===== src/hw/rtl/ede_pkg.sv =====
// ============================================================================
// Edit distance engine package
// Shared constants, item types and helper functions for the edit distance
// engine.
// ============================================================================
package ede_pkg;

  // Store capacity and field widths.
  localparam int MAX_LEN   = 64;
  localparam int CHAR_BITS = 21;
  localparam int ADDR_W    = $clog2(MAX_LEN);
  localparam int CNT_W     = $clog2(MAX_LEN + 1);
  localparam int DIST_W    = 7;
  localparam int CMD_W     = 2;

  // Command codes.
  localparam logic [CMD_W-1:0] CMD_SRC     = 2'd0;
  localparam logic [CMD_W-1:0] CMD_TGT     = 2'd1;
  localparam logic [CMD_W-1:0] CMD_COMPUTE = 2'd2;
  localparam logic [CMD_W-1:0] CMD_NOP     = 2'd3;

  // Input item.
  typedef struct packed {
    logic [CMD_W-1:0]     command;
    logic [CHAR_BITS-1:0] char_code;
  } in_item_t;

  // Result item.
  typedef struct packed {
    logic [DIST_W-1:0] distance;
    logic              overflow;
  } out_item_t;

  // Control handed from the sequencer to the row unit.
  typedef struct packed {
    logic              issue;
    logic [ADDR_W-1:0] col;
    logic              first_row;
    logic              row_start;
    logic [ADDR_W-1:0] row_idx;
  } row_ctl_t;

  // Smallest of three distances.
  function automatic logic [DIST_W-1:0] min3(input logic [DIST_W-1:0] a,
                                             input logic [DIST_W-1:0] b,
                                             input logic [DIST_W-1:0] c);
    logic [DIST_W-1:0] m;
    m = (a < b) ? a : b;
    return (m < c) ? m : c;
  endfunction

endpackage


===== src/hw/rtl/ede_row_unit.sv =====
// ============================================================================
// Edit distance row unit
// Holds the dynamic-programming row in a synchronous memory and evaluates one
// cell per cycle while cells are issued: read the old entry, take the minimum, write it back.
// ============================================================================
module ede_row_unit (
  input  logic                                clk,
  input  logic                                rst,
  input  ede_pkg::row_ctl_t                   ctl,
  input  logic [ede_pkg::CHAR_BITS-1:0]       src_char,
  input  logic [ede_pkg::CHAR_BITS-1:0]       tgt_char,
  output logic [ede_pkg::DIST_W-1:0]          cur
);

  // Row memory: entry k holds column k+1 of the previous row.
  logic [ede_pkg::DIST_W-1:0] row_mem [ede_pkg::MAX_LEN];
  logic [ede_pkg::DIST_W-1:0] row_q;

  // Compute stage registers.
  logic                       cell_v;
  logic [ede_pkg::ADDR_W-1:0] cell_col;
  logic                       cell_first;
  logic [ede_pkg::DIST_W-1:0] left;
  logic [ede_pkg::DIST_W-1:0] diag;

  logic [ede_pkg::DIST_W-1:0] up;
  logic [ede_pkg::DIST_W-1:0] diag_cost;

  // Stage valid follows the read issue in the next cycle.
  always_ff @(posedge clk) begin
    if (rst) begin
      cell_v <= 1'b0;
    end else begin
      cell_v <= ctl.issue;
    end
  end

  // Column and row flags travel with the read.
  always_ff @(posedge clk) begin
    if (ctl.issue) begin
      cell_col   <= ctl.col;
      cell_first <= ctl.first_row;
    end
  end

  // Registered read of the previous row.
  always_ff @(posedge clk) begin
    if (ctl.issue) begin
      row_q <= row_mem[ctl.col];
    end
  end

  // In the first row the previous row is the column index itself.
  always_comb begin
    up        = cell_first ? ({1'b0, cell_col} + ede_pkg::DIST_W'(1)) : row_q;
    diag_cost = diag + ede_pkg::DIST_W'(src_char != tgt_char);
    cur       = ede_pkg::min3(left + ede_pkg::DIST_W'(1),
                              up + ede_pkg::DIST_W'(1),
                              diag_cost);
  end

  // Write the new cell back in place of the one just read.
  always_ff @(posedge clk) begin
    if (cell_v) begin
      row_mem[cell_col] <= cur;
    end
  end

  // Left and diagonal neighbors; a row start seeds them with the row index.
  always_ff @(posedge clk) begin
    if (ctl.row_start) begin
      left <= {1'b0, ctl.row_idx} + ede_pkg::DIST_W'(1);
      diag <= {1'b0, ctl.row_idx};
    end else if (cell_v) begin
      left <= cur;
      diag <= up;
    end
  end

endmodule


===== src/hw/rtl/edit_distance_engine_core.sv =====
// ============================================================================
// Edit distance engine
// Loads a source and a target string one character per item and, on a
// compute item, returns their Levenshtein distance and a truncation flag.
// ============================================================================
//
//   channel | signals                       | moves
//   --------+-------------------------------+------------------------------
//   in      | in_valid, in_ready, in_item   | command and character code
//   out     | out_valid, out_ready, out_item| distance and overflow flag
//
// A compute item walks the source rows in order: a row setup step, then one
// step per target cell, with the row memory read and written once per cell,
// and a drain and a finish step at the end; an empty string goes straight to finish.
// Reset clears the lengths, the overflow flag and the output register.
// The block takes no item while computing or while a finished result waits
// for the output register; loads are taken while a result waits.
module edit_distance_engine_core (
  input  logic               clk,
  input  logic               rst,
  input  logic               in_valid,
  output logic               in_ready,
  input  ede_pkg::in_item_t  in_item,
  output logic               out_valid,
  input  logic               out_ready,
  output ede_pkg::out_item_t out_item
);

  // Sequencer states.
  localparam logic [2:0] S_IDLE   = 3'd0;
  localparam logic [2:0] S_ROW    = 3'd1;
  localparam logic [2:0] S_CELL   = 3'd2;
  localparam logic [2:0] S_DRAIN  = 3'd3;
  localparam logic [2:0] S_FINISH = 3'd4;

  logic [2:0]                    state;
  logic [ede_pkg::CNT_W-1:0]     src_cnt;
  logic [ede_pkg::CNT_W-1:0]     tgt_cnt;
  logic                          ovf_seen;
  logic [ede_pkg::ADDR_W-1:0]    row_i;
  logic [ede_pkg::ADDR_W-1:0]    col;
  logic [ede_pkg::DIST_W-1:0]    res_dist;

  // Character stores and their registered read data.
  logic [ede_pkg::CHAR_BITS-1:0] src_mem [ede_pkg::MAX_LEN];
  logic [ede_pkg::CHAR_BITS-1:0] tgt_mem [ede_pkg::MAX_LEN];
  logic [ede_pkg::CHAR_BITS-1:0] src_q;
  logic [ede_pkg::CHAR_BITS-1:0] tgt_q;

  logic                          in_fire;
  logic                          src_room;
  logic                          tgt_room;
  logic                          last_col;
  logic                          last_row;
  ede_pkg::row_ctl_t             ctl;
  logic [ede_pkg::DIST_W-1:0]    cur;

  assign in_ready = (state == S_IDLE);
  assign in_fire  = in_valid && in_ready;
  assign src_room = (src_cnt < ede_pkg::CNT_W'(ede_pkg::MAX_LEN));
  assign tgt_room = (tgt_cnt < ede_pkg::CNT_W'(ede_pkg::MAX_LEN));
  assign last_col = ({1'b0, col} == (tgt_cnt - ede_pkg::CNT_W'(1)));
  assign last_row = ({1'b0, row_i} == (src_cnt - ede_pkg::CNT_W'(1)));

  // Control for the row unit.
  always_comb begin
    ctl.issue     = (state == S_CELL);
    ctl.col       = col;
    ctl.first_row = (row_i == '0);
    ctl.row_start = (state == S_ROW);
    ctl.row_idx   = row_i;
  end

  // Sequencer, lengths, overflow flag and output register.
  always_ff @(posedge clk) begin
    if (rst) begin
      state     <= S_IDLE;
      src_cnt   <= '0;
      tgt_cnt   <= '0;
      ovf_seen  <= 1'b0;
      out_valid <= 1'b0;
      row_i     <= '0;
      col       <= '0;
    end else begin
      // A taken result frees the output register unless the finish step refills it.
      if (out_valid && out_ready && state != S_FINISH) begin
        out_valid <= 1'b0;
      end
      unique case (state)
        S_IDLE: begin
          if (in_fire) begin
            unique case (in_item.command)
              ede_pkg::CMD_SRC: begin
                if (src_room) src_cnt <= src_cnt + ede_pkg::CNT_W'(1);
                else          ovf_seen <= 1'b1;
              end
              ede_pkg::CMD_TGT: begin
                if (tgt_room) tgt_cnt <= tgt_cnt + ede_pkg::CNT_W'(1);
                else          ovf_seen <= 1'b1;
              end
              ede_pkg::CMD_COMPUTE: begin
                // An empty string gives the other string's length.
                if (src_cnt == '0 || tgt_cnt == '0) begin
                  res_dist <= ede_pkg::DIST_W'(src_cnt + tgt_cnt);
                  state    <= S_FINISH;
                end else begin
                  row_i <= '0;
                  state <= S_ROW;
                end
              end
              ede_pkg::CMD_NOP: begin
              end
              default: begin
              end
            endcase
          end
        end
        S_ROW: begin
          col   <= '0;
          state <= S_CELL;
        end
        S_CELL: begin
          if (last_col) begin
            if (last_row) begin
              state <= S_DRAIN;
            end else begin
              row_i <= row_i + ede_pkg::ADDR_W'(1);
              state <= S_ROW;
            end
          end else begin
            col <= col + ede_pkg::ADDR_W'(1);
          end
        end
        S_DRAIN: begin
          // The last cell of the last row is in the compute stage now.
          res_dist <= cur;
          state    <= S_FINISH;
        end
        S_FINISH: begin
          if (!out_valid || out_ready) begin
            out_valid         <= 1'b1;
            out_item.distance <= res_dist;
            out_item.overflow <= ovf_seen;
            src_cnt           <= '0;
            tgt_cnt           <= '0;
            ovf_seen          <= 1'b0;
            state             <= S_IDLE;
          end
        end
        default: begin
          state <= S_IDLE;
        end
      endcase
    end
  end

  // Source store: append on load, read once per row.
  always_ff @(posedge clk) begin
    if (in_fire && in_item.command == ede_pkg::CMD_SRC && src_room) begin
      src_mem[src_cnt[ede_pkg::ADDR_W-1:0]] <= in_item.char_code;
    end
  end

  always_ff @(posedge clk) begin
    if (state == S_ROW) begin
      src_q <= src_mem[row_i];
    end
  end

  // Target store: append on load, read once per cell.
  always_ff @(posedge clk) begin
    if (in_fire && in_item.command == ede_pkg::CMD_TGT && tgt_room) begin
      tgt_mem[tgt_cnt[ede_pkg::ADDR_W-1:0]] <= in_item.char_code;
    end
  end

  always_ff @(posedge clk) begin
    if (state == S_CELL) begin
      tgt_q <= tgt_mem[col];
    end
  end

  // Row memory and cell arithmetic.
  ede_row_unit u_row (
    .clk      (clk),
    .rst      (rst),
    .ctl      (ctl),
    .src_char (src_q),
    .tgt_char (tgt_q),
    .cur      (cur)
  );

endmodule


===== config.mk =====
export PLATFORM = sky130hd
export DESIGN_NAME = edit_distance_engine_core
export DESIGN_NICKNAME = d
export VERILOG_FILES = /design/src/hw/rtl/ede_pkg.sv /design/src/hw/rtl/ede_row_unit.sv /design/src/hw/rtl/edit_distance_engine_core.sv
export SDC_FILE = /design/constraint.sdc
export NUM_CORES = 2
export LEC_CHECK = 0
export ABC_CLOCK_PERIOD_IN_PS = 10860
export BUFFER_PORTS_ARGS = -buffer_cell sky130_fd_sc_hd__clkbuf_2
export CORE_MARGIN = 3
export CORE_UTILIZATION = 47
export CTS_CLUSTER_DIAMETER = 100
export DETAILED_ROUTE_END_ITERATION = 10
export SLEW_MARGIN = 20
export SYNTH_ARGS = -nofsm -noshare
export SYNTH_HDL_FRONTEND = slang
export SYNTH_HIERARCHICAL = 1
export SYNTH_SLANG_ARGS = --single-unit
export TNS_END_PERCENT = 20

===== constraint.sdc =====
create_clock -name clk -period 10.86 [get_ports clk]
set_clock_uncertainty 0.15 [all_clocks]
set_input_delay 1.086 -clock clk [delete_from_list [all_inputs] [get_ports clk]]
set_output_delay 1.086 -clock clk [all_outputs]
set_load 0.05 [all_outputs]

==> impl_results.md <==
* Yosys top cell by area: edfxtp_1
* Drt wl/cell at ~33 um
* GP Congestion at 0.840
* Final core area utilization at between 50% and 60%
* Worst-margin pin slew at 1.18 ns
* Clk Latency, worst-skew pair at approximately 0.99 ns
* Post-CTS setup buffer count at 0
* Peak supply drop at 0.000147 V
* Avg Inst Size Synth at roughly 23 sq um
* Worst Path Arrival at 7.50 ns
* Cells after synthesis at 5483
* Status: finished clean
* Sw Ratio at 19.6%
* 1st-iter DRT viols at between 7000 and 8000
* Internal power at 20.3 mW
* Worst setup EP type: flip-flop
* Core area at 266000 sq um
* DRC viols at 0
* Synth-to-Final Area Change at 12.6%
* Crit Path Class: flip-flop to flip-flop
* Layout cell share with drive strength beyond 1 at 30.4%
* Detail Placement HPWL at 176000 um
* Slew Viols, Final at 0
* H-tree depth at 5
* Hold_buf cts at 0
* Remaining antenna violation count at 0
* Initial core utilization at 47.4%
* Hold wc startpoint: res_dist[5]
* Antenna violations before repair at 22
* Total of max-cap violations at 0
* Maximum operating frequency at 146 MHz
* PostCTS Resize Cnt at 0
* P per Cell Area at 177 nW/um^2
* Post-Route WL at around 310000 um
* #FFs+latches synth at 3253
* Die width at 524 um
* Synth top area share at 76.5%
* DR vias/cell at 6.18
* Fillers at 20200
* CTS clk-pin slew, worst paths at 0.06 ns
* Die height at 524 um
* Global-route wire length before repair at 450000 um
* Post-synth ARST share at 0%
* CP startpoint: u_row/cell_col[0]
* Total number of vias at a little under 60000
* Sequential share of the synthesized area at approximately 77%
* Clock power frac at 44.2%
* Final worst-path cycle share at 63.2%
* CTS tree: done
* Max_slew headroom at about a fifth
* Drt pass-1 iters at 5
* Tmin final at 6.87 ns
* Vias in the first global route at between 50000 and 60000
* CTS buffer count at around 350
* GRT Residual Overflow at 0
* Overall Global Routing Usage at 22.8%
* Final setup fails at 0
* Most common flop cell mapped by yosys: edfxtp_1
* Root Buffer: clkbuf_16
* TNS Setup at 0 ns
* Fin nets at 5818
* Part of the power in registers at 54.7%
* Critical path required time at approximately 11 ns
* Psw at 4.95 mW
* Hold Fails Final Rpt at 0
* Maximum fanout along the worst path at ~50
* Dominant cells by area after synthesis: edfxtp_1 77%, mux4_2 17%, nor2_1 0.73%
* Worst R2R Start: u_row/cell_col[0]
* Clock sinks at 3253
* Worst hold path class: flip-flop to flip-flop
* Synth cell types at approximately 70
* Comb power frac at 1.2%
* Syn Nets at 5542
* Maximum root-to-sink buffer count at 4
* # rows at about 190
* Post-synth EDFFs at 3220
* Unrepaired setup endpoints after global routing: no
* Total Power at 25.2 mW
* Crit path launch type: flip-flop
* Die Footprint at between 200000 and 300000 sq um
* Lkg Pwr at 42.4 nW
* Post-synthesis cell area at between 100000 and 150000 sq um
* Largest net degree at the start of global routing at roughly 120
* Io pins at 37
* Ys Warns at 6
* PortBufs at 36
==> power groups by stage <==
| stage | clock [mW] | sequential [mW] | combinational (mW) |
|---|---|---|---|
| floorplan | 0 | 14.1 | 0.0580 |
| CTS | 11.4 | 13.8 | 0.302 |
| global route | 11.9 | 13.8 | 0.318 |
| global placement | 0 | 14.1 | 0.288 |
| detailed placement | 0 | 14.1 | 0.302 |
| finish | 11.1 | 13.8 | 0.297 |
==> cell type report <==
cell class | instances | area, sq um | area share, %
diodes | 13 | 32.5 | 0.0229
clock buffers | 431 | 9160 | 6.43
clock inverters | 167 | 1440 | 1.01
inverters | 28 | 110 | 0.0774
multi-input cells | 1909 | 28000 | 19.7
flip-flops and latches | 3253 | 97400 | 68.4
well taps | 3533 | 4420 | 3.11
repair buffers | 219 | 1720 | 1.21
==> flip-flops by register name (all words and copies together) (netlist names), 7 cells and up <==
register and flops:
src_mem 1344, tgt_mem 1344, u_row/row_mem 448, src_q 21, tgt_q 21, out_item 8, res_dist 7, src_cnt 7
tgt_cnt 7, u_row/diag 7, u_row/left 7, u_row/row_q 7
==> cell usage in the layout, fill, tap and decap left out, types with 39 or more instances in the layout <==
master	instances
clkbuf_1	74
nand2_1	67
nor2_2	103
mux2i_1	84
a21oi_1	61
mux4_2	946
edfxtp_1	3220
nand3_1	39
clkinv_1	65
clkbuf_16	352
o21ai_0	52
nor2_1	124
buf_4	195
clkinv_2	53
==> synth_stat cells (all sizes together), types with 10 or more instances <==
master / n
a21oi: 61
a221oi: 10
a211oi: 21
nand3: 39
mux2i: 86
edfxtp: 3220
buf: 155
inv: 25
nor2b: 18
nor2: 247
ha: 31
a22oi: 10
clkbuf: 138
xor2: 31
xnor2: 38
dfxtp: 33
nand2b: 11
or3: 19
o22ai: 14
mux4: 946
nand4: 13
nand2: 67
nand3b: 12
and3: 11
and2: 10
mux2: 37
o21ai: 58
==> routing by layer <==
metal / vias to the layer above / share of wire (%) / GRT usage [%]
met3: 401 / 8.0 / 4.11
li1: 23900 / - / -
met1: 32300 / 42 / 33.7
met2: 2420 / 48 / 35.8
met4: 2 / 2.1 / 5.10
met5: - / 0.015 / 0
==> path summary, 6_finish.rpt <==
| path | cells past startpoint | slack [ns] | to |
|---|---|---|---|
| worst max-delay path | 23 | 3.99 | res_dist[2] |
| worst min-delay path | 0 | 0.27 | out_item[6] |
| worst max register to register | 23 | 3.99 | res_dist[2] |
| worst min register to register | 0 | 0.27 | out_item[6] |
==> kinds of logic after synthesis <==
family / after synthesis / synth area share (%)
AO/OA/AOI/OAI: 248 / 1.28
XOR/XNOR: 70 / 0.497
adder cells (fa/ha/maj): 32 / 0.323
buffers and inverters: 321 / 1.14
flip-flops: 3253 / 77.1
multiplexers: 1069 / 17.9
AND/OR/NAND/NOR: 490 / 1.82
==> metrics by stage <==
stage / instance area (sq um) / std cells / setup WS [ns] / hold slack, ns
after global placement: 132000 / 8942 / 4.10 / 0.259
after global routing: 142000 / 9543 / 3.52 / 0.278
after detailed placement: 132000 / 8942 / 3.90 / 0.255
after floorplan: 126000 / 5483 / 3.25 / 0.250
after CTS: 142000 / 9540 / 3.90 / 0.269
final: 142000 / 9553 / 3.99 / 0.268
==> worst max-delay path, stage by stage, from the launching register on <==
cell	delay [ns]
edfxtp_1	0.50
ha_1	0.33
mux2_2	0.18
ha_1	0.19
inv_1	0.06
a2111oi_2	0.38
and3b_1	0.23
xnor2_1	0.16
ha_1	0.30
a21oi_1	0.14
o21ai_0	0.15
nor2b_1	0.52
mux2i_1	0.52
inv_1	0.10
ha_1	0.33
a21oi_1	0.13
nor2b_1	0.08
nand3b_1	0.18
o21bai_2	0.79
nand2_1	0.22
o21ai_4	0.25
buf_4	0.50
nor2_1	0.09
a21oi_1	0.14
Note: power is estimated with default switching activity, not from simulation.
